`src/tkoos_pkg.sv`:
```
// Package for the top-k odd octal select block.
// Request and result structs, cell control struct, FSM states and register map.
// No dependencies.
package tkoos_pkg;

  typedef struct packed {
    logic signed [31:0] sample_value;
    logic               final_item;
  } sample_t;

  typedef struct packed {
    logic signed [31:0] kept_value;
    logic [63:0]        octal_as_decimal;
    logic               none_odd;
    logic               run_end;
  } result_t;

  typedef struct packed {
    logic insert;
    logic mark;
    logic shift;
  } cell_ctrl_t;

  typedef enum logic [2:0] {
    ST_LOAD,
    ST_MARK,
    ST_SCAN,
    ST_CONV,
    ST_HOLD
  } state_t;

  localparam int ADDR_W = 3;
  localparam logic REG_SELECT_COUNT = 1'b0;  // paddr[2]
  localparam logic [3:0] SELECT_COUNT_RESET = 4'd6;
  localparam int RESULT_LIMIT = 8;
  localparam int OCT_DIGITS = 22;  // octal digits of a 64-bit word

endpackage

```
`src/top_k_odd_octal_select.sv`:
```
// Top-k odd octal select: keeps the largest values of a stream in a sorted cell chain,
// then emits the odd ones among the first select_count with their octal-as-decimal form.
// Depends on tkoos_pkg, tkoos_cell, tkoos_octal.
//
// Values are accepted one per cycle while loading; each is placed by a chain of
// compare-and-shift cells as it is accepted. After the request marked final, the
// sample side stalls: the mark state flags the entries to examine, then the chain
// shifts toward its head one entry per cycle while the head entry is not pending.
// Each odd entry starts the digit-serial octal converter, which converts all 22
// digits, and is then loaded into the result register once that is free. A run with
// no odd value gives one empty result. The result register decouples the two sides:
// loading resumes while the last result still waits.
module top_k_odd_octal_select #(
  parameter int MAX_KEEP = 8
) (
  input  logic                          clk,
  input  logic                          rst,
  input  logic                          sample_valid,
  output logic                          sample_stall,
  input  tkoos_pkg::sample_t            sample,
  output logic                          result_valid,
  input  logic                          result_stall,
  output tkoos_pkg::result_t            result,
  input  logic                          psel,
  input  logic                          penable,
  input  logic                          pwrite,
  input  logic [tkoos_pkg::ADDR_W-1:0]  paddr,
  input  logic [31:0]                   pwdata,
  output logic [31:0]                   prdata,
  output logic                          pready
);
  import tkoos_pkg::*;

  localparam int CW = $clog2(MAX_KEEP + 1);
  localparam int LIM_CAP = (MAX_KEEP < RESULT_LIMIT) ? MAX_KEEP : RESULT_LIMIT;

  state_t     state, state_next;
  cell_ctrl_t ctrl;
  logic [3:0] select_count;
  logic [CW-1:0] fill_count;
  logic       any_sent;
  logic       accept, out_free, conv_start, conv_done, load_odd, load_empty, leave_run;
  logic       last_odd;
  logic [CW-1:0] sel_cap, limit;
  logic [63:0] conv_acc;

  logic signed [31:0] cell_value [MAX_KEEP];
  logic [MAX_KEEP-1:0] cell_ins, cell_pend;

  // config port
  assign pready = 1'b1;
  assign prdata = (paddr[2] == REG_SELECT_COUNT) ? {28'd0, select_count} : 32'd0;

  always_ff @(posedge clk) begin
    if (rst) begin
      select_count <= SELECT_COUNT_RESET;
    end else if (psel && penable && pwrite && paddr[2] == REG_SELECT_COUNT) begin
      select_count <= pwdata[3:0];
    end
  end

  assign sample_stall = (state != ST_LOAD);
  assign accept = sample_valid && !sample_stall;
  assign out_free = !result_valid || !result_stall;

  assign sel_cap = (32'(select_count) > LIM_CAP) ? CW'(LIM_CAP) : CW'(select_count);
  assign limit = (sel_cap < fill_count) ? sel_cap : fill_count;
  assign last_odd = ((cell_pend >> 1) == '0);

  // cell chain
  for (genvar i = 0; i < MAX_KEEP; i++) begin : g_cell
    logic signed [31:0] prev_v, next_v;
    logic prev_i, next_p;
    if (i == 0) begin : g_head
      assign prev_v = sample.sample_value;
      assign prev_i = 1'b0;
    end else begin : g_mid
      assign prev_v = cell_value[i-1];
      assign prev_i = cell_ins[i-1];
    end
    if (i == MAX_KEEP - 1) begin : g_tail
      assign next_v = cell_value[i];
      assign next_p = 1'b0;
    end else begin : g_body
      assign next_v = cell_value[i+1];
      assign next_p = cell_pend[i+1];
    end
    tkoos_cell u_cell (
      .clk        (clk),
      .rst        (rst),
      .ctrl       (ctrl),
      .new_value  (sample.sample_value),
      .occupied   (CW'(i) < fill_count),
      .mark_sel   (CW'(i) < limit),
      .prev_value (prev_v),
      .prev_ins   (prev_i),
      .next_value (next_v),
      .next_pend  (next_p),
      .value      (cell_value[i]),
      .ins        (cell_ins[i]),
      .pend       (cell_pend[i])
    );
  end

  tkoos_octal u_octal (
    .clk   (clk),
    .rst   (rst),
    .start (conv_start),
    .value (cell_value[0]),
    .done  (conv_done),
    .acc   (conv_acc)
  );

  // next state
  always_comb begin
    state_next = state;
    case (state)
      ST_LOAD: if (accept && sample.final_item) state_next = ST_MARK;
      ST_MARK: state_next = ST_SCAN;
      ST_SCAN: begin
        if (cell_pend == '0) begin
          if (any_sent || out_free) state_next = ST_LOAD;
        end else if (cell_pend[0]) begin
          state_next = ST_CONV;
        end
      end
      ST_CONV: if (conv_done) state_next = ST_HOLD;
      ST_HOLD: if (out_free) state_next = ST_SCAN;
      default: state_next = ST_LOAD;
    endcase
  end

  // outputs of the sequencer
  always_comb begin
    ctrl       = '0;
    conv_start = 1'b0;
    load_odd   = 1'b0;
    load_empty = 1'b0;
    leave_run  = 1'b0;
    case (state)
      ST_LOAD: ctrl.insert = accept;
      ST_MARK: ctrl.mark = 1'b1;
      ST_SCAN: begin
        if (cell_pend == '0) begin
          load_empty = !any_sent && out_free;
          leave_run  = any_sent || out_free;
        end else if (cell_pend[0]) begin
          conv_start = 1'b1;
        end else begin
          ctrl.shift = 1'b1;
        end
      end
      ST_HOLD: begin
        load_odd   = out_free;
        ctrl.shift = out_free;
      end
      default: ;
    endcase
  end

  always_ff @(posedge clk) begin
    if (rst) begin
      state      <= ST_LOAD;
      fill_count <= '0;
      any_sent   <= 1'b0;
    end else begin
      state <= state_next;
      if (ctrl.mark) begin
        fill_count <= '0;
      end else if (ctrl.insert && fill_count < CW'(MAX_KEEP)) begin
        fill_count <= fill_count + CW'(1);
      end
      if (leave_run) begin
        any_sent <= 1'b0;
      end else if (load_odd) begin
        any_sent <= 1'b1;
      end
    end
  end

  // result register
  always_ff @(posedge clk) begin
    if (rst) begin
      result_valid <= 1'b0;
    end else begin
      result_valid <= load_odd || load_empty || (result_valid && result_stall);
    end
  end

  always_ff @(posedge clk) begin
    if (load_odd) begin
      result.kept_value       <= cell_value[0];
      result.octal_as_decimal <= conv_acc;
      result.none_odd         <= 1'b0;
      result.run_end          <= last_odd;
    end else if (load_empty) begin
      result.kept_value       <= '0;
      result.octal_as_decimal <= '0;
      result.none_odd         <= 1'b1;
      result.run_end          <= 1'b1;
    end
  end

  a_fill_bound: assert property (@(posedge clk) disable iff (rst)
    fill_count <= CW'(MAX_KEEP))
    else $error("fill count beyond chain length");

  a_run_end_clears: assert property (@(posedge clk) disable iff (rst)
    (load_odd && last_odd) |=> (cell_pend == '0))
    else $error("entries still pending after run end");

  a_empty_fields: assert property (@(posedge clk) disable iff (rst)
    (result_valid && result.none_odd) |->
      (result.kept_value == 0 && result.octal_as_decimal == 0 && result.run_end))
    else $error("empty result carries data");

  a_odd_only: assert property (@(posedge clk) disable iff (rst)
    (result_valid && !result.none_odd) |-> result.kept_value[0])
    else $error("even value emitted");

  a_conv_head: assert property (@(posedge clk) disable iff (rst)
    conv_start |-> cell_pend[0])
    else $error("conversion started on an entry not pending");

endmodule

```
`src/tkoos_cell.sv`:
```
// One cell of the sorted chain: holds one kept value and its pending flag.
// Inserts by compare-and-shift toward the tail, shifts toward the head when scanning.
// Depends on tkoos_pkg.
module tkoos_cell (
  input  logic                  clk,
  input  logic                  rst,
  input  tkoos_pkg::cell_ctrl_t ctrl,
  input  logic signed [31:0]    new_value,
  input  logic                  occupied,
  input  logic                  mark_sel,
  input  logic signed [31:0]    prev_value,
  input  logic                  prev_ins,
  input  logic signed [31:0]    next_value,
  input  logic                  next_pend,
  output logic signed [31:0]    value,
  output logic                  ins,
  output logic                  pend
);
  import tkoos_pkg::*;

  assign ins = !occupied || (new_value > value);

  always_ff @(posedge clk) begin
    if (ctrl.insert && ins) begin
      value <= prev_ins ? prev_value : new_value;
    end else if (ctrl.shift) begin
      value <= next_value;
    end
  end

  always_ff @(posedge clk) begin
    if (rst) begin
      pend <= 1'b0;
    end else if (ctrl.mark) begin
      pend <= mark_sel && value[0];
    end else if (ctrl.shift) begin
      pend <= next_pend;
    end
  end

endmodule

```
`src/tkoos_octal.sv`:
```
// Octal-digits-as-decimal converter, one octal digit per cycle, MSB first.
// acc = acc * 10 + digit over the 22 digits of the sign-extended 64-bit pattern.
// Depends on tkoos_pkg.
module tkoos_octal (
  input  logic               clk,
  input  logic               rst,
  input  logic               start,
  input  logic signed [31:0] value,
  output logic               done,
  output logic [63:0]        acc
);
  import tkoos_pkg::*;

  localparam int SW = 3 * OCT_DIGITS;
  localparam int CNT_W = $clog2(OCT_DIGITS);

  logic [SW-1:0]    digits;
  logic [CNT_W-1:0] cnt;
  logic             busy;

  assign done = busy && (cnt == CNT_W'(OCT_DIGITS - 1));

  always_ff @(posedge clk) begin
    if (rst) begin
      busy <= 1'b0;
      cnt  <= '0;
    end else if (start) begin
      busy <= 1'b1;
      cnt  <= '0;
    end else if (busy) begin
      busy <= !done;
      cnt  <= cnt + CNT_W'(1);
    end
  end

  // top digit holds bit 63 only
  always_ff @(posedge clk) begin
    if (start) begin
      digits <= {{(SW - 64){1'b0}}, {32{value[31]}}, value};
      acc    <= '0;
    end else if (busy) begin
      digits <= {digits[SW-4:0], 3'b000};
      acc    <= (acc << 3) + (acc << 1) + {61'd0, digits[SW-1:SW-3]};
    end
  end

endmodule

```
`config.mk`:
```
export PLATFORM = sky130hd
export DESIGN_NAME = top_k_odd_octal_select
export DESIGN_NICKNAME = d
export VERILOG_FILES = /design/src/tkoos_pkg.sv /design/src/top_k_odd_octal_select.sv /design/src/tkoos_cell.sv /design/src/tkoos_octal.sv
export SDC_FILE = /design/constraint.sdc
export NUM_CORES = 1
export LEC_CHECK = 0
export BUFFER_PORTS_ARGS = -buffer_cell sky130_fd_sc_hd__buf_2
export CORE_MARGIN = 4
export CORE_UTILIZATION = 45
export DETAILED_ROUTE_END_ITERATION = 10
export PLACE_DENSITY = 0.71
export SYNTH_ARGS = -nofsm -noshare
export SYNTH_HDL_FRONTEND = slang
export SYNTH_SLANG_ARGS = --single-unit
```
`constraint.sdc`:
```
create_clock -name clk -period 5.35 [get_ports clk]
set_clock_uncertainty 0.1 [all_clocks]
set_input_delay 0.535 -clock clk [delete_from_list [all_inputs] [get_ports clk]]
set_output_delay 0.535 -clock clk [all_outputs]
set_load 0.05 [all_outputs]
```
**Word level (Yosys, flattened, before mapping)**

Cells that the tools add are included.

- Add/subtract/negate cells: 4
- Multiply operators: 0
- Div/mod/pow operators: 0
- Order comparisons: 27
- Equal/unequal tests: 10
- Shifts and indexed selects: 0
- Multiplexer cells: 66
- Bitwise logic cells: 1
- Reduce and logical (&&, ||, !) cells: 68

Operator list:

| kind | number |
|---|---|
| 32-bit 2-to-1 mux | 21 |
| 32-bit greater-than comparator | 8 |
| 98-bit 2-to-1 mux | 2 |
| 64-bit 2-to-1 mux | 2 |
| 64-bit by 3-bit adder with 64-bit output | 1 |
| 64-bit adder | 1 |
| 3-bit by 4-bit less-than comparator with 1-bit output (first input constant) | 8 |
| 1-bit 2-to-1 mux | 30 |
| 1-bit logical AND | 25 |
| 2-bit nonzero test | 10 |
| 3-bit 2-to-1 mux | 6 |
| 8-bit logical NOT | 2 |
| 1-bit by 4-bit less-than comparator with 1-bit output (first input constant) | 4 |
| 2-bit by 4-bit less-than comparator with 1-bit output (first input constant) | 4 |
| 3-bit one-hot mux with 5 select lines | 1 |
| 1-bit logical NOT | 13 |
| 1-bit logical OR | 12 |
| 4-bit 2-to-1 mux | 3 |
| 3-bit by 2-bit equality test with 1-bit output (second input constant) | 2 |
| 2-bit OR reduction | 3 |
| 5-bit by 1-bit adder with 5-bit output (second input constant) | 1 |
| 5-bit equality test (second input constant) | 1 |
| 5-bit AND reduction | 1 |
| 4-bit by 1-bit adder with 4-bit output (second input constant) | 1 |
| other kinds (13) | 14 |

- Flip-flop bits (word level): 511
- Bits in latches: 0
- Memory bits (writable): 0
- Bits in read-only memories: 0
- Output and inout bits: 133
- Word-level logic and storage cells: 206
- Memories: 0

**Logic depth before layout (Yosys ltp)**

Gate-level depths: netlist of the first run.

- Word-level depth: 7
- Gate-level depth with buffers: 15
- Mapped depth without buffers: 12

**Modules after synthesis**

From an unflattened synthesis of the first run, not the netlist that was laid out.

- Cell total of the unflattened synthesis: 3,200
- Area, all modules: 35,642.9 um^2

Modules (own cells, without submodules):

| module | times used | cells each | area each (um^2) | sequential area each (um^2) |
|---|---|---|---|---|
| tkoos_cell | 8 | 233 | 2,758.9 | 980.9 |
| tkoos_octal | 1 | 947 | 8,625.8 | 3,363.2 |
| top_k_odd_octal_select | 1 | 389 | 4,946.0 | 3,193.1 |

**Least setup slack after synthesis of the first run**

OpenSTA, ideal clock, no wires.

- Path kind: input-to-reg
- Start point: input port sample[22] (netlist bit)
- End point: register g_cell[1].u_cell.value[0] (enable)
- Setup time: 466 ps
- Arrival time: 4,758 ps
- Setup slack: 26 ps
- Stages: 12
- Buffers on the path: 2
- Cells stage by stage: ha_1 -> a21o_1 -> a21o_1 -> a21oi_1 -> nor2_1 -> a211oi_1 -> o211ai_1 -> o21a_1 -> o31a_1 -> buf_2 -> buf_2 -> o21ai_0

- Cells in the longest elaborated chain, start to end: 4

RTL lines:

| what | RTL line | source |
|---|---|---|
| start: declaration | top_k_odd_octal_select.sv:20 | `input tkoos_pkg::sample_t sample,` |
| 32-bit greater-than comparator | tkoos_cell.sv:21 | `assign ins = !occupied \|\| (new_value > value);` |
| 1-bit logical OR | tkoos_cell.sv:21 |  |
| 1-bit logical AND | tkoos_cell.sv:24 | `if (ctrl.insert && ins) begin` |
| 2-bit nonzero test (no source line) | n/a |  |
| end signal: assignment | tkoos_cell.sv:25 | `value <= prev_ins ? prev_value : new_value;` |
| end signal: assignment | tkoos_cell.sv:27 | `value <= next_value;` |
| end: declaration | tkoos_cell.sv:15 | `output logic signed [31:0] value,` |

No other way between the ends.
A chain may end at the register's enable or synchronous reset.

**Worst setup path after layout of the first run**

- Start point: register g_cell[5].u_cell.value[17]
- End point: register g_cell[5].u_cell.value[10] (enable)

- Cells in the longest elaborated chain, start to end: 4

RTL lines:

| what | RTL line |
|---|---|
| start: declaration | tkoos_cell.sv:15 |
| start signal: assignment | tkoos_cell.sv:25 |
| start signal: assignment | tkoos_cell.sv:27 |
| 32-bit greater-than comparator | tkoos_cell.sv:21 |
| 1-bit logical OR | tkoos_cell.sv:21 |
| 1-bit logical AND | tkoos_cell.sv:24 |
| 2-bit nonzero test (no source line) | n/a |

No other way between the ends.

==> impl_metrics.tcl, run 1 <==
set metrics [dict create \
    outcome "completed" \
    synthesis.area_sq_um 32830 \
    criticalPathCategory "reg2reg" \
    ant_nets 0 \
    fin_ws_ps 1188 \
    path_max_fanout 65 \
    chipWidth_um 278.1 \
    postCtsHoldBufs 0 \
    final_cells 4300 \
    slew_headroom_pct 34.28 \
    io_buffers 148 \
    synth_mux_area_share_pct 11.49 \
    drt-pass1-iter-count 5 \
    seq_area_frac_synth_pct 43.87 \
    grt_use_met2_pct 31.62 \
    post-route-drc-count 0 \
    worst_pin_slew_ps 983.5 \
    met3_usage_pct 2.483 \
    cts_buffers 56 \
    synth_xor_area_share_pct 1.547 \
    p_leak_nw 16.62 \
    rsz0062_at_grt "no" \
    fin_util_pct 50.38 \
    avgSynthCellArea_sq_um 10.24 \
    cts_buffer_depth 3 \
    synth_compound_area_share_pct 14.01 \
    final_net_count 3706 \
    place_hpwl_um 58150 \
    grt_pass1_vias 22450 \
    final_cell_mix "edfxtp_1, ha_1, mux2i_1" \
    area_delta_synth_final_pct 10.26 \
    clk_pin_slew_ps 60 \
    p_per_area_nw_per_um2 326.5 \
    cts_resized 0 \
    crit_path_end_kind "register" \
    die_h_um 278.1 \
    arrival_ps 4400 \
    cp.required_ps 5590 \
    clkPwrFrac_pct 32.1 \
    clk_latency_ps 610 \
    final_cell_area_sq_um 36200 \
    synth_enable_flop_cells 417 \
    dp.cells 4197 \
    cts_setup_buffers 0 \
    via_count 23360 \
    clock-sinks 511 \
    syn_inst 3205 \
    htreeDepth 2 \
    synth_top_family_by_area "compound AO/OA/AOI/OAI gates" \
    period_share_pct 77.79 \
    multi_input_area_sq_um 16670 \
    antenna_found_initial 1 \
    finalMaxSlewViolations 0 \
    ios 208 \
    switchingPower_mw 3.551 \
    core_area_sq_um 71850 \
    wirelength_um 75600 \
    globalRouteTotalUtil_pct 18.83 \
    die_area_sq_um 77350 \
    gp_congestion 0.9015 \
    drt_iter0_drc 1626 \
    hold_viol 0 \
    vias_per_cell 5.432 \
    layout-drive-gt1-share_pct 10.60 \
    layout_commonest_cell "edfxtp_1" \
    p_seq_share_pct 44.7 \
    synth_cell_types 79 \
    min_path_type "in2reg" \
    yosys.area_share.simple_pct 10.58 \
    std_cell_rows 98 \
    pre_cts_ws_ps 748.4 \
    ff_latch_area_sq_um 14410 \
    power.internal_mw 8.268 \
    cts_tree "done" \
    swShare_pct 30.05 \
    grt_pass1_wl_um 120100 \
    ir_drop_uv 261.0 \
    gr-usage-met1_pct 25.88 \
    overflow 0 \
    grt_max_degree 74 \
    setup_viol 0 \
    yosys.area_share.adder_pct 12.45 \
    critPathLaunchType "register" \
    maxCapViolCount 0 \
    avgRoutedWirePerCell_um 17.58 \
    grt.busiest_layer "met2" \
    fill_cells 6612 \
    synth-async-reset-ratio_pct 0 \
    p_comb_share_pct 23.2 \
    ys_ff_latch 511 \
    synth_ff_type "edfxtp_1" \
    clockRootBuffer "clkbuf_16" \
    fin_tns_setup_ps 0 \
    synth_warnings 0 \
    placed_area_sq_um 34410 \
    min_period_ps 4162 \
    initial_core_util_pct 45.70 \
    fmax_mhz 240.3 \
]
cells in the mapped netlist (30+ instances only):
library cell	instances	share of area, %
nand4_1	82	1.6
a21o_1	136	3.1
inv_1	288	3.3
mux2_4	30	1.4
and2_1	73	1.4
nand2_1	230	2.6
a21oi_1	265	4.0
o21ai_0	213	3.2
nor2_1	184	2.1
ha_1	325	12
dfxtp_1	94	5.7
clkbuf_1	101	1.2
nor3_1	34	0.52
xnor2_1	35	0.93
mux2i_1	323	9.8
edfxtp_1	417	38
through the flow:
stage | hold slack (ps) | power (mW)
4_1_cts | 34.60 | 11.90
6_report | 68.89 | 11.82
5_1_grt | 99.70 | 12.46
2_1_floorplan | 342.2 | 7.334
3_5_place_dp | 378.7 | 8.092
3_3_place_gp | 379.6 | 7.984
routing by layer:
| layer | routed length, um | up-vias |
|---|---|---|
| met1 | 34490 | 10940 |
| met5 | 0 | - |
| met4 | 1864 | 0 |
| met3 | 3840 | 121 |
| met2 | 35410 | 549 |
| li1 | - | 11750 |
flip-flops by register name, indices dropped and copies added, names as in the netlist:
name	count
u_octal.acc	64
u_octal.digits	66
select_count	4
u_octal.cnt	5
g_cell.u_cell.value	256
any_sent	1
u_octal.busy	1
result	98
g_cell.u_cell.pend	8
fill_count	4
state	3
result_valid	1
final timing paths:
path | depth (start not counted) | slack [ps] | startpoint | to
setup / recovery | 14 | 1190 | g_cell[5].u_cell.value[17] | g_cell[5].u_cell.value[10]
setup reg to reg | 14 | 1190 | g_cell[5].u_cell.value[17] | g_cell[5].u_cell.value[10]
hold / removal | 3 | 70 | pwdata[0] | select_count[0]
hold reg to reg | 2 | 400 | any_sent | any_sent
layout make-up:
type	instances	share of cell area, %
Antenna cell	2	0.01382
Clock buffer	70	4.216
Clock inverter	31	0.7292
Inverter	289	3.003
Multi-Input combinational cell	2257	46.05
Sequential cell	511	39.79
Tap cell	950	3.283
Timing Repair Buffer	190	2.917
kinds of logic after synthesis:
logic type | Yosys count
compound gates | 760
simple gates | 723
flops | 511
buf+inv | 464
mux | 361
fa+ha+maj | 326
xor+xnor | 58
other cells | 2
critical path: stages (launching register included):
cell      delay (ps)
edfxtp_1         430
inv_1             80
ha_1             240
a21o_1           200
a21o_1           170
a21oi_1          180
o221ai_1         220
a21oi_1          190
o21ai_1          100
or4_1            500
a31o_4           530
and2_1           290
buf_4            230
nand2b_1         190
buf_4            210
power by group through the flow:
stage,sequential [mW],combinational (mW),clock (mW)
after floorplan,5.28,2.05,0
after global placement,5.34,2.64,0
after detailed placement,5.36,2.73,0
after CTS,5.28,2.75,3.87
after global routing,5.34,3.09,4.03
final,5.29,2.74,3.79
(Power assumes the default switching activity.)
==> run 2, diff against run 1 <==
Settings changed: ABC_AREA set to 1.
Clock period 5.35 ns to 3.7 ns, I/O delays scaled along.
==> impl_metrics.tcl, run 2 <==
set metrics [dict create \
    top_register "g_cell.u_cell.value" \
    slew_headroom_pct 32.57 \
    wirelength_um 97330 \
    cts_buffer_depth 3 \
    top_layer "met5" \
    outcome "completed" \
    synth_cell_types 49 \
    fin_util_pct 50.29 \
    clockRootBuffer "clkbuf_16" \
    synth_enable_flop_cells 417 \
    io_buffers 148 \
    layout-drive-gt1-share_pct 6.901 \
    area_delta_synth_final_pct 10.56 \
    largest_register_ffs 256 \
    hold_viol 0 \
    crit_path_end_kind "register" \
    ios 208 \
    p_comb_share_pct 53.9 \
    path_delay_family "simple AND/OR/NAND/NOR gates" \
    avgSynthCellArea_sq_um 7.398 \
    synth_mux_area_share_pct 0 \
    synthesis.area_sq_um 35300 \
    layout_commonest_cell "nand2_1" \
    antenna_found_initial 6 \
    synthTopCellsByCount "nand2_1, inv_1, edfxtp_1" \
    seq_area_frac_synth_pct 40.81 \
    ys_ff_latch 511 \
    core_area_sq_um 77590 \
    yosys.area_share.simple_pct 28.59 \
    synth_ff_type "edfxtp_1" \
    power.internal_mw 19.56 \
    rsz0062_at_grt "no" \
    globalRouteTotalUtil_pct 23.23 \
    critical_path.max_stage_delay_ps 420 \
    switchingPower_mw 18.03 \
    via_count 30590 \
    clkPwrFrac_pct 15.3 \
    fmax_mhz 310.6 \
    p_leak_nw 19.60 \
    setup_viol 0 \
    synth_compound_area_share_pct 8.384 \
    synth-async-reset-ratio_pct 0 \
    clk_latency_ps 640 \
    synth_xor_area_share_pct 0.5211 \
    min_period_ps 3219 \
    grt_pass1_wl_um 154800 \
    die_area_sq_um 82980 \
    cts_tree "done" \
    min_path_type "in2reg" \
    ir_drop_uv 612.3 \
    std_cell_rows 102 \
    criticalPathCategory "reg2reg" \
    place_hpwl_um 77280 \
    htreeDepth 2 \
    yosysTopAreaCellShare_pct 35.48 \
    arrival_ps 3450 \
    syn_inst 4771 \
    swShare_pct 47.96 \
    synth_warnings 0 \
    pre_cts_ws_ps 282.4 \
    cts_buffers 57 \
    grt_pass1_vias 29360 \
    cp.required_ps 3930 \
    crit_chain "inv_1 -> ha_1 -> nand2_1 -> nor2_1 -> nand4_1 -> nor4_2 -> nand2_1 -> nand3_1 -> nand3_2 -> nand2_2 -> nand2_1 -> nand2_1 -> buf_12" \
    path_max_fanout 24 \
    synthTopCellsByArea "edfxtp_1, nand2_1, ha_1, inv_1, dfxtp_1" \
    grt_max_degree 65 \
    yosysMostFrequentCell "nand2_1" \
    fill_cells 7710 \
    die_h_um 288.1 \
    final_cell_mix "nand2_1, inv_1, edfxtp_1" \
    clock-sinks 511 \
    drt_iter0_drc 2374 \
    fin_tns_setup_ps 0 \
    wl_met2_um 46710 \
    synth_top_area_cell "edfxtp_1" \
    largest_registers "g_cell.u_cell.value x256, result x98, u_octal.digits x66" \
    wl_met1_um 41720 \
    worst_pin_slew_ps 1009 \
    overflow 0 \
    final_cell_area_sq_um 39020 \
    chipWidth_um 288.1 \
    ant_nets 0 \
    dr_wl_met3_um 5462 \
    cts_setup_buffers 0 \
    vias_per_cell 5.111 \
    clk_pin_slew_ps 60 \
    p_per_area_nw_per_um2 963.5 \
    period_share_pct 87.01 \
    post-route-drc-count 0 \
    cpMostUsedCell "nand2_1" \
    placed_area_sq_um 37080 \
    final_net_count 5293 \
    avgRoutedWirePerCell_um 16.27 \
    slowest_stage "ha_1" \
    yosys.area_share.adder_pct 11.58 \
    initial_core_util_pct 45.49 \
    critPathLaunchType "register" \
    total_power_mw 37.60 \
    crit_buf_inv 2 \
    fin_ws_ps 480.6 \
    drt-pass1-iter-count 6 \
    p_seq_share_pct 30.8 \
    gp_congestion 0.9761 \
    finalMaxSlewViolations 0 \
    maxCapViolCount 0 \
    synth_top_family_by_area "simple AND/OR/NAND/NOR gates" \
]
## run 2: cell type report
| cell class | count | area [sq um] | share of cell area [%] |
|---|---|---|---|
| inverter | 692 | 2601 | 6.666 |
| clock inverter | 39 | 381.6 | 0.9780 |
| clock buffer | 69 | 1501 | 3.848 |
| antenna | 3 | 7.507 | 0.01924 |
| tap | 1040 | 1301 | 3.335 |
| timing repair buffer | 217 | 1359 | 3.482 |
| sequential | 511 | 14410 | 36.92 |
| multi-input combinational | 3413 | 17460 | 44.76 |
## run 2: power groups by stage
stage               Sequential (mW)  Clock (mW)  Combinational [mW]
finish                         11.6        5.77                20.2
global route                   11.8        6.12                23.2
CTS                            11.5        5.88                20.2
detailed placement             11.6           0                20.1
global placement               11.6           0                19.7
floorplan                      11.7           0                14.5
## run 2: kinds of logic after synthesis
| group | Yosys count |
|---|---|
| buffers and inverters | 874 |
| XOR/XNOR | 21 |
| adder cells (fa/ha/maj) | 326 |
| AND/OR/NAND/NOR | 2494 |
| AO/OA/AOI/OAI | 543 |
| flip-flops | 511 |
| other | 2 |
## run 2: worst paths after layout
path	startpoint	endpoint	slack, ps	cells past startpoint
worst min register to register	u_octal.cnt[4]	u_octal.cnt[4]	370	2
worst max register to register	g_cell[6].u_cell.value[31]	g_cell[6].u_cell.value[12]	480	13
worst min-delay path	psel	select_count[1]	100	3
worst max-delay path	g_cell[6].u_cell.value[31]	g_cell[6].u_cell.value[12]	480	13
## run 2: routing by layer
metal	vias up	global-route usage (%)
li1	15650	-
met1	13930	30.16
met2	829	40.46
met3	182	2.320
met4	2	8.006
met5	-	0
## run 2: timing repair
| action | in CTS | in global routing |
|---|---|---|
| hold endpoints to repair | 10 | 0 |
| gates resized for setup | 0 | 0 |
| hold buffers | 5 | 0 |
## run 2: worst register-to-register path, stage by stage, from the launching register on
cell and delay, ps:
edfxtp_1 380, inv_1 60, ha_1 420, nand2_1 110, nor2_1 210, nand4_1 260
nor4_2 420, nand2_1 130, nand3_1 120, nand3_2 120, nand2_2 110, nand2_1 100
nand2_1 130, buf_12 210
## run 2: metrics by stage
| stage | hold WS (ps) | cells |
|---|---|---|
| 3_3_place_gp | 345.9 | 5868 |
| 5_1_grt | 131.9 | 5984 |
| 6_report | 100.0 | 5984 |
| 4_1_cts | 60.78 | 5981 |
| 3_5_place_dp | 358.7 | 5868 |
| 2_1_floorplan | 339.0 | 4798 |
==> run 3, diff against run 2 <==
Settings changed: MAX_ROUTING_LAYER set to met4, PLACE_DENSITY 0.71 to 0.67.
==> impl_metrics.tcl, run 3 (same netlist as run 2, synthesis figures left out) <==
set metrics [dict create \
    core_area_sq_um 77590 \
    clk_latency_ps 620 \
    largest_register_ffs 256 \
    antenna_found_initial 3 \
    cts_buffer_depth 3 \
    std_cell_rows 102 \
    overflow 0 \
    maxCapViolCount 0 \
    htreeDepth 2 \
    crit_chain "inv_1 -> ha_1 -> nand2_1 -> nor2_1 -> nand4_1 -> nor4_2 -> nand4_1 -> nand3_2 -> nand2_2 -> nand2_1 -> buf_4 -> nand2_1 -> nand2_1" \
    cpMostUsedCell "nand2_1" \
    crit_path_end_kind "register" \
    critPathLaunchType "register" \
    vias_per_cell 5.116 \
    outcome "completed" \
    hold_viol 0 \
    post-route-drc-count 0 \
    finalMaxSlewViolations 0 \
    fin_util_pct 50.36 \
    cts_tree "done" \
    area_delta_synth_final_pct 10.72 \
    avgRoutedWirePerCell_um 16.49 \
    chipWidth_um 288.1 \
    cp.required_ps 4100 \
    cts_buffers 57 \
    clk_pin_slew_ps 70 \
    rsz0062_at_grt "no" \
    largest_registers "g_cell.u_cell.value x256, result x98, u_octal.digits x66" \
    total_power_mw 38.08 \
    ant_nets 0 \
    top_register "g_cell.u_cell.value" \
    io_buffers 148 \
    die_h_um 288.1 \
    clock-sinks 511 \
    critical_path.max_stage_delay_ps 450 \
    period_share_pct 87.04 \
    path_max_fanout 32 \
    place_hpwl_um 78310 \
    fmax_mhz 310.5 \
    layout_commonest_cell "nand2_1" \
    initial_core_util_pct 45.49 \
    worst_pin_slew_ps 996.0 \
    layout-drive-gt1-share_pct 6.733 \
    cts_resized 0 \
    wirelength_um 98520 \
    clockRootBuffer "clkbuf_16" \
    grt_max_degree 110 \
    grt_pass1_wl_um 155300 \
    final_net_count 5283 \
    die_area_sq_um 82980 \
    p_per_area_nw_per_um2 974.5 \
    min_period_ps 3220 \
    criticalPathCategory "reg2reg" \
    setup_viol 0 \
    ios 208 \
    p_leak_nw 19.61 \
    grt_pass1_vias 29170 \
    fin_tns_setup_ps 0 \
    fin_ws_ps 479.6 \
    dp.cells 5858 \
    final_cells 5973 \
    final_cell_mix "nand2_1, inv_1, edfxtp_1" \
    placed_area_sq_um 37040 \
    pre_cts_ws_ps 293.7 \
    via_count 30560 \
    drt_iter0_drc 2274 \
    globalRouteTotalUtil_pct 24.07 \
    gp_congestion 1.004 \
    min_path_type "in2reg" \
    ir_drop_uv 590.4 \
    arrival_ps 3620 \
    slowest_stage "nor4_2" \
    final_cell_area_sq_um 39080 \
    timing.hold.ws_ps 107.2 \
    slew_headroom_pct 33.44 \
    drt-pass1-iter-count 6 \
]
[run 3: routing by layer]
layer	global-route usage [%]	share of wire [%]	routed length, um
met3	2.423	5.1	5022
met4	7.326	3.3	3210
met1	30.44	44	42910
met5	-	0	0
met2	40.93	48	47370
[run 3: area by class of cell]
class	count	area (sq um)
Sequential cell	511	14410
Multi-Input combinational cell	3413	17460
Antenna cell	2	5.005
Clock inverter	30	320.3
Inverter	692	2601
Clock buffer	78	1660
Timing Repair Buffer	207	1321
Tap cell	1040	1301
Fill cell	7739	38520
[run 3: path summary, 6_finish.rpt]
path,depth (start not counted),start,end,slack (ps)
min,3,psel,select_count[1],110
min reg2reg,2,any_sent,any_sent,390
max,13,g_cell[6].u_cell.value[31],g_cell[6].u_cell.value[20],480
max reg2reg,13,g_cell[6].u_cell.value[31],g_cell[6].u_cell.value[20],480
[run 3: worst max-delay path: cells and delay by family, from the launching register on]
| family | cells | cell delay (ps) |
|---|---|---|
| simple gates | 10 | 1790 |
| flops | 1 | 390 |
| fa+ha+maj | 1 | 410 |
| buf+inv | 2 | 390 |
[run 3: what timing repair did]
action	CTS	global route
hold buffers	5	0
endpoints found under the hold margin	10	0
buffers inserted	0	0
[run 3: power by group]
group / switching, mW / internal (mW) / leakage, nW
Sequential: 2.01 / 9.74 / 4.78
Combinational: 13.8 / 6.53 / 13.9
Clock: 2.43 / 3.56 / 0.964
